==> config.mk <==
export PLATFORM = sky130hd
export DESIGN_NAME = mouse_report_coalescing_queue
export DESIGN_NICKNAME = d
export VERILOG_FILES = /design/src/sv/mrcq_pkg.sv /design/src/sv/mrcq_ctrl.sv /design/src/sv/mrcq_dp.sv /design/src/sv/mouse_report_coalescing_queue.sv
export SDC_FILE = /design/constraint.sdc
export NUM_CORES = 2
export LEC_CHECK = 0
export ABC_AREA = 1
export BUFFER_PORTS_ARGS = -buffer_cell sky130_fd_sc_hd__buf_2
export CORE_ASPECT_RATIO = 2
export CORE_UTILIZATION = 47
export CTS_BUF_LIST = sky130_fd_sc_hd__clkbuf_8
export CTS_CLUSTER_SIZE = 8
export DETAILED_ROUTE_END_ITERATION = 6
export GPL_TIMING_DRIVEN = 0
export HOLD_SLACK_MARGIN = 0.02
export PLACE_DENSITY_LB_ADDON = 0.2
export SYNTH_ARGS = -nofsm -noshare
export SYNTH_HDL_FRONTEND = slang
export SYNTH_SLANG_ARGS = --single-unit
==> constraint.sdc <==
create_clock -name clk -period 6.7 [get_ports clk]
set_input_delay 0.67 -clock clk [delete_from_list [all_inputs] [get_ports clk]]
set_output_delay 0.67 -clock clk [all_outputs]
set_load 0.005 [all_outputs]
==> src/sv/mrcq_pkg.sv <==
// ============================================================================
// Mouse report coalescing queue package
// Shared types, sizes, codes and an index helper for the queue's modules.
// ============================================================================
package mrcq_pkg;

  // Queue size and the index and count widths that follow from it.
  localparam int QUEUE_DEPTH = 64;
  localparam int IDX_W       = $clog2(QUEUE_DEPTH);
  localparam int CNT_W       = $clog2(QUEUE_DEPTH + 1);

  // Request actions.
  typedef enum logic {
    ACT_PUSH = 1'b0,
    ACT_POP  = 1'b1
  } action_t;

  // Result status codes.
  typedef enum logic [2:0] {
    ST_APPENDED = 3'd0,
    ST_MERGED   = 3'd1,
    ST_DROPPED  = 3'd2,
    ST_POPPED   = 3'd3,
    ST_EMPTY    = 3'd4
  } status_t;

  // One request beat.
  typedef struct packed {
    action_t            action;
    logic signed [15:0] move_x;
    logic signed [15:0] move_y;
    logic        [2:0]  button_bits;
  } req_t;

  // One result beat.
  typedef struct packed {
    status_t              status;
    logic signed [15:0]   out_x;
    logic signed [15:0]   out_y;
    logic        [2:0]    out_buttons;
    logic [CNT_W-1:0]     fill_level;
  } rsp_t;

  // One stored report.
  typedef struct packed {
    logic signed [15:0] move_x;
    logic signed [15:0] move_y;
    logic        [2:0]  buttons;
  } report_t;

  // Commands from the controller to the datapath.
  typedef struct packed {
    logic load;    // capture the request and start the memory read
    logic commit;  // update the queue and load the result register
  } ctrl_cmd_t;

  // Status from the datapath to the controller.
  typedef struct packed {
    logic out_free;  // result register can take a new result this cycle
  } dp_stat_t;

  // Adds two in-range indexes and wraps the sum back into the queue.
  function automatic logic [IDX_W-1:0] wrap_add(input logic [IDX_W-1:0] a,
                                                input logic [IDX_W-1:0] b);
    logic [IDX_W:0] s;
    s = {1'b0, a} + {1'b0, b};
    if (s >= (IDX_W+1)'(QUEUE_DEPTH)) begin
      s = s - (IDX_W+1)'(QUEUE_DEPTH);
    end
    return s[IDX_W-1:0];
  endfunction

endpackage

==> src/sv/mrcq_ctrl.sv <==
// ============================================================================
// Mouse report coalescing queue controller
// Two-state sequencer: capture a request, then commit it once the result
// register is free.
// ============================================================================
module mrcq_ctrl import mrcq_pkg::*; (
  input  logic      clk,
  input  logic      rst,
  input  logic      req_valid,
  output logic      req_ready,
  input  dp_stat_t  stat,
  output ctrl_cmd_t cmd
);

  typedef enum logic {
    S_IDLE,
    S_EXEC
  } state_t;

  state_t state;

  // A request is taken only while no other one is in flight.
  assign req_ready  = (state == S_IDLE);
  assign cmd.load   = (state == S_IDLE) && req_valid;
  assign cmd.commit = (state == S_EXEC) && stat.out_free;

  // State register.
  always_ff @(posedge clk) begin
    if (rst) begin
      state <= S_IDLE;
    end else begin
      case (state)
        S_IDLE: begin
          if (req_valid) state <= S_EXEC;
        end
        S_EXEC: begin
          if (stat.out_free) state <= S_IDLE;
        end
        default: state <= S_IDLE;
      endcase
    end
  end

endmodule

==> src/sv/mrcq_dp.sv <==
// ============================================================================
// Mouse report coalescing queue datapath
// Report memory, head pointer and fill count, merge adders and the result
// register.
// ============================================================================
module mrcq_dp import mrcq_pkg::*; (
  input  logic      clk,
  input  logic      rst,
  input  req_t      req,
  input  ctrl_cmd_t cmd,
  output dp_stat_t  stat,
  output logic      rsp_valid,
  input  logic      rsp_ready,
  output rsp_t      rsp
);

  report_t          mem [QUEUE_DEPTH];
  report_t          rd_data;
  req_t             item;
  logic [IDX_W-1:0] head;
  logic [CNT_W-1:0] count;
  logic [CNT_W-1:0] count_next;
  logic [IDX_W-1:0] head_next;
  logic [CNT_W-1:0] newest_off;
  logic [IDX_W-1:0] rd_addr;
  logic [IDX_W-1:0] wr_addr;
  logic             mem_we;
  report_t          wr_data;
  rsp_t             rsp_next;
  logic             full;

  assign stat.out_free = !rsp_valid || rsp_ready;
  assign full          = (count == CNT_W'(QUEUE_DEPTH));

  // The read goes to the oldest entry for a pop and the newest for a push.
  assign newest_off = (count == '0) ? '0 : count - CNT_W'(1);
  assign rd_addr    = (req.action == ACT_POP) ? head
                                              : wrap_add(head, newest_off[IDX_W-1:0]);

  // Push, merge and pop decisions on the captured request.
  always_comb begin
    mem_we               = 1'b0;
    wr_addr              = wrap_add(head, count[IDX_W-1:0]);
    wr_data.move_x       = item.move_x;
    wr_data.move_y       = item.move_y;
    wr_data.buttons      = item.button_bits;
    head_next            = head;
    count_next           = count;
    rsp_next.status      = ST_EMPTY;
    rsp_next.out_x       = '0;
    rsp_next.out_y       = '0;
    rsp_next.out_buttons = '0;
    if (item.action == ACT_PUSH) begin
      if (!full) begin
        mem_we          = 1'b1;
        count_next      = count + CNT_W'(1);
        rsp_next.status = ST_APPENDED;
      end else if (rd_data.buttons == item.button_bits) begin
        // Full queue with matching buttons: fold the move into the newest entry.
        mem_we          = 1'b1;
        wr_addr         = wrap_add(head, newest_off[IDX_W-1:0]);
        wr_data.move_x  = rd_data.move_x + item.move_x;
        wr_data.move_y  = rd_data.move_y + item.move_y;
        wr_data.buttons = rd_data.buttons;
        rsp_next.status = ST_MERGED;
      end else begin
        rsp_next.status = ST_DROPPED;
      end
    end else if (count != '0) begin
      head_next            = wrap_add(head, IDX_W'(1));
      count_next           = count - CNT_W'(1);
      rsp_next.status      = ST_POPPED;
      rsp_next.out_x       = rd_data.move_x;
      rsp_next.out_y       = rd_data.move_y;
      rsp_next.out_buttons = rd_data.buttons;
    end
    rsp_next.fill_level = count_next;
  end

  // Report memory with registered read, plus captured request and result.
  always_ff @(posedge clk) begin
    if (cmd.load) begin
      item    <= req;
      rd_data <= mem[rd_addr];
    end
    if (cmd.commit && mem_we) begin
      mem[wr_addr] <= wr_data;
    end
    if (cmd.commit) begin
      rsp <= rsp_next;
    end
  end

  // Queue pointers and result valid flag.
  always_ff @(posedge clk) begin
    if (rst) begin
      head      <= '0;
      count     <= '0;
      rsp_valid <= 1'b0;
    end else begin
      if (cmd.commit) begin
        head      <= head_next;
        count     <= count_next;
        rsp_valid <= 1'b1;
      end else if (rsp_ready) begin
        rsp_valid <= 1'b0;
      end
    end
  end

endmodule

==> src/sv/mouse_report_coalescing_queue.sv <==
// ============================================================================
// Mouse report coalescing queue
// FIFO of mouse reports that, when full, folds a move with matching buttons into the newest entry and drops any other.
// ============================================================================
// Each request has a registered read of the report memory (oldest entry for
// a pop, newest for a push), then an update of the queue and a load of the
// result register. A new request is taken only once the last one has been
// committed. The result register holds a finished beat while the next request
// is read; the update stalls only while that register still holds an untaken
// beat. There is no clearing pass after reset: read data is only used from
// entries that a push wrote.
module mouse_report_coalescing_queue import mrcq_pkg::*; (
  input  logic clk,
  input  logic rst,
  input  logic req_valid,
  output logic req_ready,
  input  req_t req,
  output logic rsp_valid,
  input  logic rsp_ready,
  output rsp_t rsp
);

  ctrl_cmd_t cmd;
  dp_stat_t  stat;

  mrcq_ctrl u_ctrl (
    .clk       (clk),
    .rst       (rst),
    .req_valid (req_valid),
    .req_ready (req_ready),
    .stat      (stat),
    .cmd       (cmd)
  );

  mrcq_dp u_dp (
    .clk       (clk),
    .rst       (rst),
    .req       (req),
    .cmd       (cmd),
    .stat      (stat),
    .rsp_valid (rsp_valid),
    .rsp_ready (rsp_ready),
    .rsp       (rsp)
  );

  // Only one request is in flight at a time.
  a_one_in_flight: assert property (@(posedge clk) disable iff (rst)
    req_valid && req_ready |=> !req_ready)
    else $error("request accepted while another was in flight");

  // The fill count never passes the queue depth.
  a_fill_bound: assert property (@(posedge clk) disable iff (rst)
    rsp_valid |-> rsp.fill_level <= CNT_W'(QUEUE_DEPTH))
    else $error("fill level above queue depth");

  // Only a pop that found a report returns report data.
  a_no_data: assert property (@(posedge clk) disable iff (rst)
    rsp_valid && rsp.status != ST_POPPED |->
      rsp.out_x == '0 && rsp.out_y == '0 && rsp.out_buttons == '0)
    else $error("report data on a result that is not a pop");

  // A commit never overwrites a result beat that was not taken.
  a_no_overwrite: assert property (@(posedge clk) disable iff (rst)
    rsp_valid && !rsp_ready |=> !$past(cmd.commit))
    else $error("result register overwritten");

endmodule
; ---- Word level (Yosys, flattened, before mapping)
; Memories as Yosys holds them, arrays and structs flattened. A register that Yosys moved wholly into a read port is not among the register bits.
; Index checks and enable logic that the tools add are counted.
[classes]
add_sub_neg = 10
magnitude_cmp = 3
n_eq_ne = 2
mux = 28
bitwise = 1
reduce_logical = 10
[ops]
columns = op, n
row1 = $mux 35, 3
row2 = $mux 6, 8
row3 = $mux 38, 1
row4 = $add 16x16->16, 2
row5 = $ge 7x7->1 const B, 3
row6 = $mux 7, 3
row7 = $sub 6x1->6 const B, 3
row8 = $add 6x6->7, 2
row9 = $mux 1, 9
row10 = $add 6x1->7 const B, 1
row11 = $add 7x1->7 const B, 1
row12 = $eq 7x7->1 const B, 1
row13 = $logic_not 7->1, 1
row14 = $reduce_bool 7->1, 1
row15 = $sub 7x1->7 const B, 1
row16 = $mux 3, 2
row17 = $eq 3x3->1, 1
row18 = $logic_and 1x1->1, 3
row19 = $reduce_and 3->1, 1
row20 = $mux 2, 1
row21 = $pmux 1 s2, 1
row22 = $reduce_and 2->1, 1
row23 = $reduce_bool 2->1, 1
row24 = $logic_not 1->1, 1
row25 = other kinds (2), 2
[totals]
ff_bits = 96
ramBits = 2240
in_bits = 40
memories = 1
[mem_list]
columns = name, words, word_bits, read_ports, rd_clocked_by_memory_dff, wr, line
row1 = u_dp.mem, 64, 35, 1, 1, 1, mrcq_dp.sv:17  ; report_t mem [QUEUE_DEPTH];

; ---- Depth between registers and ports, before layout
[logic_depth]
word_depth = 8
depth_mapped = 23
mapped_depth_nobuf = 20

; ---- Modules after synthesis
; From an unflattened synthesis, not the netlist that was laid out.
[unflattened]
hier_cells = 10398
area_unflattened_um2 = 104562.8
[modules_own_cells]
columns = mod, instances, cells_each, area_each_um2, seq_area_each_um2
row1 = mrcq_dp, 1, 10388, 104506.5, 71028.1
row2 = mrcq_ctrl, 1, 10, 56.3, 20.0

; ---- Worst setup path after synthesis
; Ideal clock, no wire load.
[synth_path]
path_type = reg2reg
startpoint = reg u_dp.count[0]
endpoint = mem u_dp.mem[0][29] in the netlist's numbering, data pin
setup_time_ps = 702
arrival_time_ps = 4126
t_required_ps = 5998
slack_ps = 1872
stages_incl_launch_ff = 10
period_less_slack_ps = 4828
cell_sequence = dfxtp_1 > inv_1 > ha_1 > nand3_2 > nor3_4 > nand3_2 > inv_2 > clkbuf_1 > o21ai_0 > o21ai_0
[synth_lines]
columns = element, line
row1 = "start, declared", mrcq_dp.sv:21  ; logic [CNT_W-1:0] count;
row2 = "start signal, assigned", mrcq_dp.sv:103  ; count <= count_next;
row3 = "end, declared", mrcq_dp.sv:17

; ---- Worst setup path after layout
[layout_path]
startpoint = reg u_dp.count[0]
endpoint = reg u_dp.rd_data[14] (netlist name)
[layout_between]
elab_chain_cells = 6
word_cells_on_any_way = 8
[layout_lines]
columns = element, line
row1 = $sub 7x1->7 / $logic_not 7->1 (equally long branches), mrcq_dp.sv:36  ; assign newest_off = (count == '0) ? '0 : count - CNT_W'(1);
row2 = $mux 6 *, mrcq_dp.sv:36
row3 = $add 6x6->7 *, mrcq_pkg.sv:66  ; s = {1'b0, a} + {1'b0, b};
row4 = $sub 6x1->6 / $ge 7x7->1 (equally long branches), "mrcq_pkg.sv:68, mrcq_pkg.sv:67"
row5 = $mux 6 *, mrcq_pkg.sv:67  ; if (s >= (IDX_W+1)'(QUEUE_DEPTH)) begin
row6 = $mux 6 *, mrcq_dp.sv:37  ; assign rd_addr = (req.action == ACT_POP) ? head
; Every way passes the cells marked *; elsewhere a longest branch is shown, timed or not.
; A chain may end at the register's enable or synchronous reset.

==> results.txt <==
- The flow ran to the end, but the final reports show violations.
- Failing checks: DRC, capacitance limit, slew limit, setup timing
- Logic depth of the worst register-to-register path: 19
- Critical Path Fanout Max: 11
* Fraction of final layout cells sized beyond drive strength 1: 0.0892
- Of the post-synthesis cell area, the dominant cell type holds 0.678.
- Counting flops with an async set or reset pin after synthesis yields a share of 0.
- Summed over all nets, the switching power comes to 0.0118 W.
* First-pass detailed-route iteration total: 7
* Fin Setup TNS: -0.0833 ns
- Relative to the synthesized area, the layout overhead comes to 13.5%.
- Of the total power, the share spent switching nets is 0.336.
- Worst hold slack: 0.309 ns
- Hold path startpoint: rsp_ready
- Final hold violation count: 0
- Layout Nets: 11,100
* Worst setup margin: -0.0600 ns
* Maximum number of pins on one net before global-route repair: 57
- Before CTS, the worst setup slack after placement is 0.308 ns.
- CTS HTree Levels: 5
* Initial antenna violation count: 30
- The number of global-route vias before repair is 72,800.
- The tree is rooted in a clkbuf_8.
* Worst hold endpoint: u_dp.rsp[7]
- Summed over all layers, the routed wires come to 386 mm.
* Required time worst endpoint: 7.50 ns
* Peak supply drop: 0.171 mV
- Tightest Pin Transition: 1.57 ns
- Element type at the critical path end: flip-flop
- Of the total power, combinational logic draws 0.228.
- Power density over the cells: 297 mW/mm2
- Wire length of the first global-routing pass: 528 mm
- Later-pin clock latency in the skew report: 1.02 ns
- Clock skew: 0.0694 ns
- Core box area: 0.221 mm2
* Cts bufs inserted: 359
- Max transition margin: -0.0569
- nand2_1 is the most common cell in the netlist.
- The analysis attributes to cell leakage a power of 50.1 nW.
- For flop-to-flop paths, the worst setup slack is -0.06 ns.
- Data arrives at the worst endpoint at 7.56 ns.
- From bottom edge to top edge, the die measures 668 um.
- Sinks on the clock net: 2,371
- Total of flip-flops plus latches after synthesis: 2,371
* RSZ-0062 raised after global routing: no
* Worst setup path class: reg -> reg
- The commonest cells after synthesis are nand2_1, edfxtp_1, inv_1, nand3_1, nor2_1.
* CTS tree: yes
* Worst reg2reg path endpoint: u_dp.rd_data[14]
- The share of total power dissipated in the clock network is 0.301.
- For this run, the number of Yosys warnings is 0.
- Cell count of the worst hold path: 5
- For this run, design rule violations remaining after detail routing come to 3.
- When the netlist entered floorplanning its net count stood at 10,500.
- Clock-pin slew was measured on the worst setup and hold paths at 0.06 ns.
* Count of flip-flops with a built-in enable after synthesis: 2,356
* Path class of the lowest-slack min-delay path: in -> reg
- Maximum clock frequency: 148 MHz
- 87 I/O pins were placed.
- Max-cap violations in this run came to 1.
* DR vias: 75,100
- Die W: 335 um
- ANT nets after route: 0
* Buffer levels on the longest clock path: 4
- Slew Limit Fails: 2
- The share of total power dissipated in sequential elements is 0.471.
* Post-Syn Area per Cell: 10.0 um2
- Synth Instances: 10,400
- Syn Std Cell Area: 0.104 mm2
- Top post-synthesis cells by area: edfxtp_1, nand2_1, inv_1
- The synthesized design spends more area on one cell type than any other, namely edfxtp_1.
* Post-CTS setup buffers: 0
* Netlist cell types: 45
* Row count: 244
- Worst Setup Start Kind: flip-flop
- Full die area: 0.224 mm2
- The internal portion of the total power is 0.0234 W.
- For the finished layout, the period the worst path requires is 6.76 ns.
- DP Wirelength: 280 mm
- For this run, the total global-route usage over all layers was measured as 0.344.
* Port Buffer Count: 86
- Summed over all layers, the global routing overflow is 0.
* Final setup vio count: 2
- Detail-routed net length per standard cell: 27.3 um
* Number of DRC violations after detailed-routing iteration 0: 7,291
* Drt via density: 5.32
* Commonest register cell after synthesis: edfxtp_1
- Launch point of the worst reg-to-reg path: u_dp.count[0]
* Fraction of the cycle the final worst path needs: 1.01
- Routability-driven placement congestion ratio: 1.11
- Initial core utilization: 0.473
- Sequential element share of the synthesized area: 0.681
power groups by stage:
stage / sequential [W] / combinational (W) / clock (W)
2_1_floorplan: 0.0169 / 0.00389 / 0
3_3_place_gp: 0.0170 / 0.00747 / 0
3_5_place_dp: 0.0169 / 0.00770 / 0
4_1_cts: 0.0166 / 0.00774 / 0.0107
5_1_grt: 0.0166 / 0.00835 / 0.0112
6_report: 0.0166 / 0.00804 / 0.0106
state kept, by name, summed over array words and instances (netlist names):
name	cells
u_dp.mem	2240
u_dp.rsp	45
u_dp.item	36
u_dp.rd_data	35
u_dp.count	7
u_dp.head	6
u_ctrl.state	1
u_dp.rsp_valid	1
layout by cell type (no fill, tap or decap), types with 6 or more instances in the layout:
master | Yosys | final
nand2_1 | 3713 | 3700
edfxtp_1 | 2356 | 2356
inv_1 | 1681 | 1768
nand3_1 | 1132 | 1131
clkbuf_8 | 0 | 369
nor2_1 | 421 | 356
buf_2 | 228 | 313
o21ai_1 | 285 | 282
clkbuf_1 | 214 | 211
buf_12 | 0 | 90
nor2_4 | 2 | 67
o21ai_0 | 76 | 65
buf_1 | 49 | 48
ha_1 | 44 | 44
a21oi_1 | 41 | 41
buf_16 | 0 | 41
dlygate4sd3_1 | 0 | 39
clkinv_1 | 0 | 27
diode_2 | 0 | 26
dfxtp_1 | 15 | 15
nand2_4 | 1 | 14
inv_2 | 12 | 13
xor2_1 | 14 | 13
xnor2_1 | 12 | 12
o21ai_4 | 1 | 12
nand4_1 | 10 | 10
nor3_1 | 9 | 9
buf_4 | 7 | 8
clkinv_2 | 1 | 8
or2_2 | 6 | 6
kinds of logic after synthesis:
logic type               synth area share
AND/OR/NAND/NOR                     0.207
flip-flops                          0.681
buffers and inverters              0.0821
AO/OA/AOI/OAI                      0.0215
adder cells (fa/ha/maj)           0.00604
XOR/XNOR                          0.00218
routing by layer:
layer	track usage	wire length (um)	vias up	share of wire
li1	-	-	34500	-
met1	0.341	121000	35900	0.31
met2	0.603	194000	3500	0.50
met3	0.0545	25500	1185	0.066
met4	0.337	44600	8	0.12
met5	0	37	-	0.000096
final cells by class:
| class | count | area, um2 |
|---|---|---|
| diodes | 26 | 65.1 |
| plain buffers | 499 | 2210 |
| clock buffers | 369 | 5080 |
| clock inverters | 138 | 651 |
| fillers | 19300 | 102000 |
| inverters | 1696 | 6380 |
| multi-input cells | 5821 | 25500 |
| flip-flops and latches | 2371 | 71000 |
| well taps | 2952 | 3690 |
| repair buffers | 258 | 3770 |
critical path, cell delays in order (launching register included):
cell and delay, ns:
dfxtp_1 0.40, inv_1 0.21, ha_1 0.25, nand2_1 0.09, nor2_1 0.17, nand2_1 0.20
ha_1 0.25, ha_1 0.23, fa_1 0.44, xnor2_1 0.19, o21ai_1 0.45, buf_2 0.73
clkbuf_4 0.63, buf_2 0.31, nand2_1 0.09, nand3_1 0.36, nand3_1 0.58, nand2_1 0.38
nand2_1 0.22, nand2_1 0.30
how the worst max path moves through the flow:
stage / start / endpoint / cells after the start
final: u_dp.count[0] / u_dp.rd_data[14] / 19
after global routing: u_dp.count[0] / u_dp.rd_data[18] / 19
after CTS: u_dp.count[0] / u_dp.rd_data[19] / 19
after detailed placement: u_dp.count[0] / u_dp.rd_data[19] / 19
after global placement: u_dp.count[0] / u_dp.mem[62][20] / 8
after floorplan: u_dp.count[0] / u_dp.mem[0][29] / 9
stage by stage:
stage	cells	util	instance area, um2	total power [W]
final	14100	0.536	118000	0.0352
after global routing	14100	0.536	118000	0.0361
after CTS	14100	0.536	118000	0.0350
after detailed placement	13600	0.508	112000	0.0246
after global placement	13400	0.491	108000	0.0245
after floorplan	10400	-	104000	0.0208
what timing repair did:
item / 4_1_cts / 5_1_grt
hold buffers: 39 / 0
endpoints found under the hold margin: 40 / 0
endpoints found under the setup margin: 0 / 7
gates resized for setup: 0 / 4
(Power assumes the default switching activity.)
